`src/rtl/apsq_pkg.sv`:
```
package apsq_pkg;

    localparam int RING_SLOTS        = 64;
    localparam int MAX_PACKET_FRAMES = 256;
    localparam int MAX_BLOCK_FRAMES  = 4096;

    localparam int PTR_W      = (RING_SLOTS > 1) ? $clog2(RING_SLOTS) : 1;
    localparam int CNT_W      = $clog2(RING_SLOTS + 1);
    localparam int PF_W       = $clog2(MAX_PACKET_FRAMES + 1);
    localparam int FRAMES_W   = $clog2(MAX_BLOCK_FRAMES + 1);
    localparam int REM_W      = PF_W + 1;
    localparam int DIV_STEP_W = $clog2(FRAMES_W + 1);

    localparam int SEQ_W   = 32;
    localparam int POS_W   = 64;
    localparam int TOT_W   = 32;
    localparam int DROPF_W = 48;

    localparam int PF_REG_W    = 9;
    localparam int SLOTS_REG_W = 7;
    localparam int CFG_IDX_W   = 2;
    localparam int CFG_DATA_W  = 9;

    localparam logic [CFG_IDX_W-1:0] CFG_PACKET_FRAMES = 2'd0;
    localparam logic [CFG_IDX_W-1:0] CFG_SLOTS_IN_USE  = 2'd1;

    localparam logic OP_SUBMIT = 1'b0;
    localparam logic OP_POP    = 1'b1;

    typedef struct packed {
        logic [SEQ_W-1:0] seq;
        logic [POS_W-1:0] pos;
        logic [PF_W-1:0]  len;
        logic             silence;
    } t_slot;

    typedef struct packed {
        logic load;
        logic div_start;
        logic refuse;
        logic empty_pop;
        logic rd;
        logic pop_commit;
        logic drop;
        logic admit;
        logic wr;
    } t_dp_cmd;

    typedef struct packed {
        logic op;
        logic bad_size;
        logic empty;
        logic div_done;
        logic fits;
        logic last;
    } t_dp_status;

endpackage

```
`src/rtl/apsq_ctrl.sv`:
```
module apsq_ctrl import apsq_pkg::*; (
    input  logic       i_clk,
    input  logic       i_rst_n,
    input  logic       i_start,
    input  t_dp_status i_status,
    output t_dp_cmd    o_cmd,
    output logic       o_busy,
    output logic       o_idle,
    output logic       o_strobe
);

    typedef enum logic [5:0] {
        S_IDLE     = 6'b000001,
        S_DISPATCH = 6'b000010,
        S_DIV      = 6'b000100,
        S_DECIDE   = 6'b001000,
        S_WRITE    = 6'b010000,
        S_READ     = 6'b100000
    } t_state;

    t_state r_state;
    t_state n_state;
    logic   r_strobe;
    logic   n_strobe;

    always_comb begin
        n_state  = r_state;
        n_strobe = 1'b0;
        o_cmd    = '0;
        case (r_state)
            S_IDLE: begin
                if (i_start) begin
                    o_cmd.load = 1'b1;
                    n_state    = S_DISPATCH;
                end
            end
            S_DISPATCH: begin
                if (i_status.op == OP_POP) begin
                    if (i_status.empty) begin
                        o_cmd.empty_pop = 1'b1;
                        n_strobe        = 1'b1;
                        n_state         = S_IDLE;
                    end else begin
                        o_cmd.rd = 1'b1;
                        n_state  = S_READ;
                    end
                end else if (i_status.bad_size) begin
                    o_cmd.refuse = 1'b1;
                    n_strobe     = 1'b1;
                    n_state      = S_IDLE;
                end else begin
                    o_cmd.div_start = 1'b1;
                    n_state         = S_DIV;
                end
            end
            S_DIV: begin
                if (i_status.div_done) begin
                    n_state = S_DECIDE;
                end
            end
            S_DECIDE: begin
                if (i_status.fits) begin
                    o_cmd.admit = 1'b1;
                    n_state     = S_WRITE;
                end else begin
                    o_cmd.drop = 1'b1;
                    n_strobe   = 1'b1;
                    n_state    = S_IDLE;
                end
            end
            S_WRITE: begin
                o_cmd.wr = 1'b1;
                if (i_status.last) begin
                    n_strobe = 1'b1;
                    n_state  = S_IDLE;
                end
            end
            S_READ: begin
                o_cmd.pop_commit = 1'b1;
                n_strobe         = 1'b1;
                n_state          = S_IDLE;
            end
            default: begin
                n_state = S_IDLE;
            end
        endcase
    end

    always_ff @(posedge i_clk) begin
        if (!i_rst_n) begin
            r_state  <= S_IDLE;
            r_strobe <= 1'b0;
        end else begin
            r_state  <= n_state;
            r_strobe <= n_strobe;
        end
    end

    assign o_busy   = (r_state != S_IDLE);
    assign o_idle   = (r_state == S_IDLE);
    assign o_strobe = r_strobe;

    a_strobe_when_idle: assert property (@(posedge i_clk) disable iff (!i_rst_n)
        r_strobe |-> r_state == S_IDLE)
        else $error("result strobe while a request is still in progress");

endmodule

```
`config.mk`:
```
export PLATFORM = sky130hd
export DESIGN_NAME = apsq_ctrl
export DESIGN_NICKNAME = d
export VERILOG_FILES = /design/src/rtl/apsq_pkg.sv /design/src/rtl/apsq_ctrl.sv
export SDC_FILE = /design/constraint.sdc
export NUM_CORES = 1
export LEC_CHECK = 0
export BUFFER_PORTS_ARGS = -buffer_cell sky130_fd_sc_hd__buf_2
export CAP_MARGIN = 20
export CORE_AREA = 2 2 39 41
export DETAILED_ROUTE_END_ITERATION = 6
export DIE_AREA = 0 0 41 43
export PLACE_DENSITY = 0.71
export SYNTH_ARGS = -nofsm -noshare
export SYNTH_HDL_FRONTEND = slang
export SYNTH_SLANG_ARGS = --single-unit
```
`constraint.sdc`:
```
create_clock -name i_clk -period 2.5 [get_ports i_clk]
set_input_delay 0.5 -clock i_clk [delete_from_list [all_inputs] [get_ports i_clk]]
set_output_delay 0.5 -clock i_clk [all_outputs]
set_load 0.05 [all_outputs]
```
==> run metrics <==
fin worst setup slack=roughly 0.067 ns; first-pass GRT wire length=roughly 1700 um; post-synthesis sequential area ratio=0.305; syn_area_per_cell=roughly 8.3 um^2; CTS max path bufs=2; Worst setup SP type=flop; area growth from synthesis to layout=36.8%; floorplan row count=14; Placement Cell Area=588 um^2; fraction of layout cells with a size suffix above 1=0.442; Synth area leader=dfxtp_1; clk sinks=7; Critical Path End Type=output pin; Cell Pwr Density=~1000 mW/mm^2; Die Wd=slightly above 40 um; vias in the first global route=between 400 and 500; Overall Power=around 640 uW; Seq cells post-synth=7; Die Y-Extent=~43 um; global route overflow=0; CTS Buf Count=3; final wirelength=about 1100 um; register area=roughly 140 um^2; area of the multi-input gates=323 um^2; Finished Cell Area=628 um^2; largest net degree at the start of global routing=10; DRT Pass-1 Iters=4; Worst Path Required=2.00 ns; Max stage delay on crit path=roughly 0.60 ns; worst-margin pin slew=0.350 ns; synth warn=0; hold buffers post-CTS=0; Worst-path clk slew=0.06 ns; Fillers=145; largest cells by area after synthesis=dfxtp_1 (31%), nor3b_1 (6.5%), nor4b_1 (5.7%); antenna violations before repair=0; fin nets=87; final count of negative-setup-slack endpoints=0; top-count cell post-synth=dfxtp_1; vias per inst=around 5.2; Worst Path Arrival=1.93 ns; maximum vdd drop=0.402 mV; max cap viols=0; All-Layer GR Usage=0.152; Pleak=roughly 0.00027 uW; Tcrit/Tclk final=0.973; Inst Count DP=89; Yosys top cell area share=0.305; ant diodes=0; DRC Markers=0; post-layout util=0.454; worst skew pair latency=~0.25 ns; Gate Count Post-Synth=55; post-route ant nets=0; Layout Skew=0.00873 ns; RSZ-0062 raised after global routing=yes; pins over their slew limit=0; port bufs=20; min Tclk post-route=roughly 2.4 ns; Crit-path slowest cell=or4_4; Vias=about 490; DP HPWL=856 um; CTS tree=done; Post-synth EDFFs=0; Netlist cell types=30; Routability Congestion=approximately 0.73; max frequency=~0.41 GHz; slew margin rel.=0.765; core area=about 0.0014 mm^2; Async S/R FF share, synth=0; Post-synth top cells=dfxtp_1 (7), nor2_1 (6), nand2_1 (4), nor3b_1 (4); Setup Crit Path Kind=reg2out; Die ar.=roughly 0.0018 mm^2; post-place setup slack=~0.29 ns; clk root buf=clkbuf_4; htree depth=1; Ports=21; syn_nets=64; Crit Path Max Fanout=6; Synth Flop Type=dfxtp_1; Starting Density=0.332; DRT iter0 DRCs=10; status=finished, final reports clean; CP Cell Sequence=or4_4 > or2_2 > nor3b_2 > buf_4; Final Hold Fails=0; Finished Layout Cells=93; Syn Std Cell Area=459 um^2; drt wl/cell=roughly 12 um; Worst Hold Class=in2reg
==> per-layer routing <==
layer  wire length, um  GRT usage
met1               530      0.205
met2               511      0.200
met3                72     0.0314
met4                11      0.120
met5                 0          0
==> repair_timing <==
item,4_1_cts,5_1_grt
endpoints found under the setup margin,0,5
gates resized for setup,0,6
setup buffers,0,0
==> critical path, delay by kind of cell, from the launching register on <==
kind	cells	cell delay (ns)
buffers and inverters	1	0.21
and+or+nand+nor	3	1.10
DFF	1	0.37
==> kinds of logic (layout without fill, tap and decap cells) <==
logic type / Yosys count / count (layout) / synth area share
simple gates: 35 / 35 / 0.499
xor+xnor: 1 / 1 / 0.0191
mux: 1 / 1 / 0.0218
buf+inv: 4 / 26 / 0.0436
compound gates: 7 / 7 / 0.112
flops: 7 / 7 / 0.305
==> sequential cells by signal, indices dropped and copies added (netlist names) <==
signal,count
o_strobe,1
r_state,6
==> worst paths after layout <==
path                    start          to  slack (ns)  cells past startpoint
setup / recovery   r_state[5]    o_cmd[6]        0.07                      4
hold / removal    i_status[3]  r_state[5]        0.45                      2
setup reg to reg   r_state[5]  r_state[3]        0.73                      4
hold reg to reg    r_state[2]  r_state[3]        0.61                      2
==> layout by cell type, fill, tap and decap left out, types with 3 or more instances in the layout <==
cell type	synthesis	final
nor4b_1	3	3
dfxtp_1	7	7
buf_2	1	17
nand2_1	4	4
clkbuf_4	0	4
nor2_1	6	6
==> cell type report <==
cell class / count / area share
well taps: 16 / 0.0319
clock buffers: 4 / 0.0418
flip-flops and latches: 7 / 0.223
repair buffers: 20 / 0.171
multi-input cells: 44 / 0.514
inverters: 2 / 0.0179
==> stage by stage <==
step	setup TNS (ns)	hold slack [ns]
2_1_floorplan	-0.112	0.520
3_3_place_gp	0	0.574
3_5_place_dp	0	0.579
4_1_cts	0	0.453
5_1_grt	-0.00817	0.456
6_report	0	0.454
==> report_power, final <==
group          internal, uW  total (uW)  switching, uW
logic                   115         363            249
clock network          61.0         104           42.7
registers               132         173           41.0
Note: power is estimated with default switching activity, not from simulation.
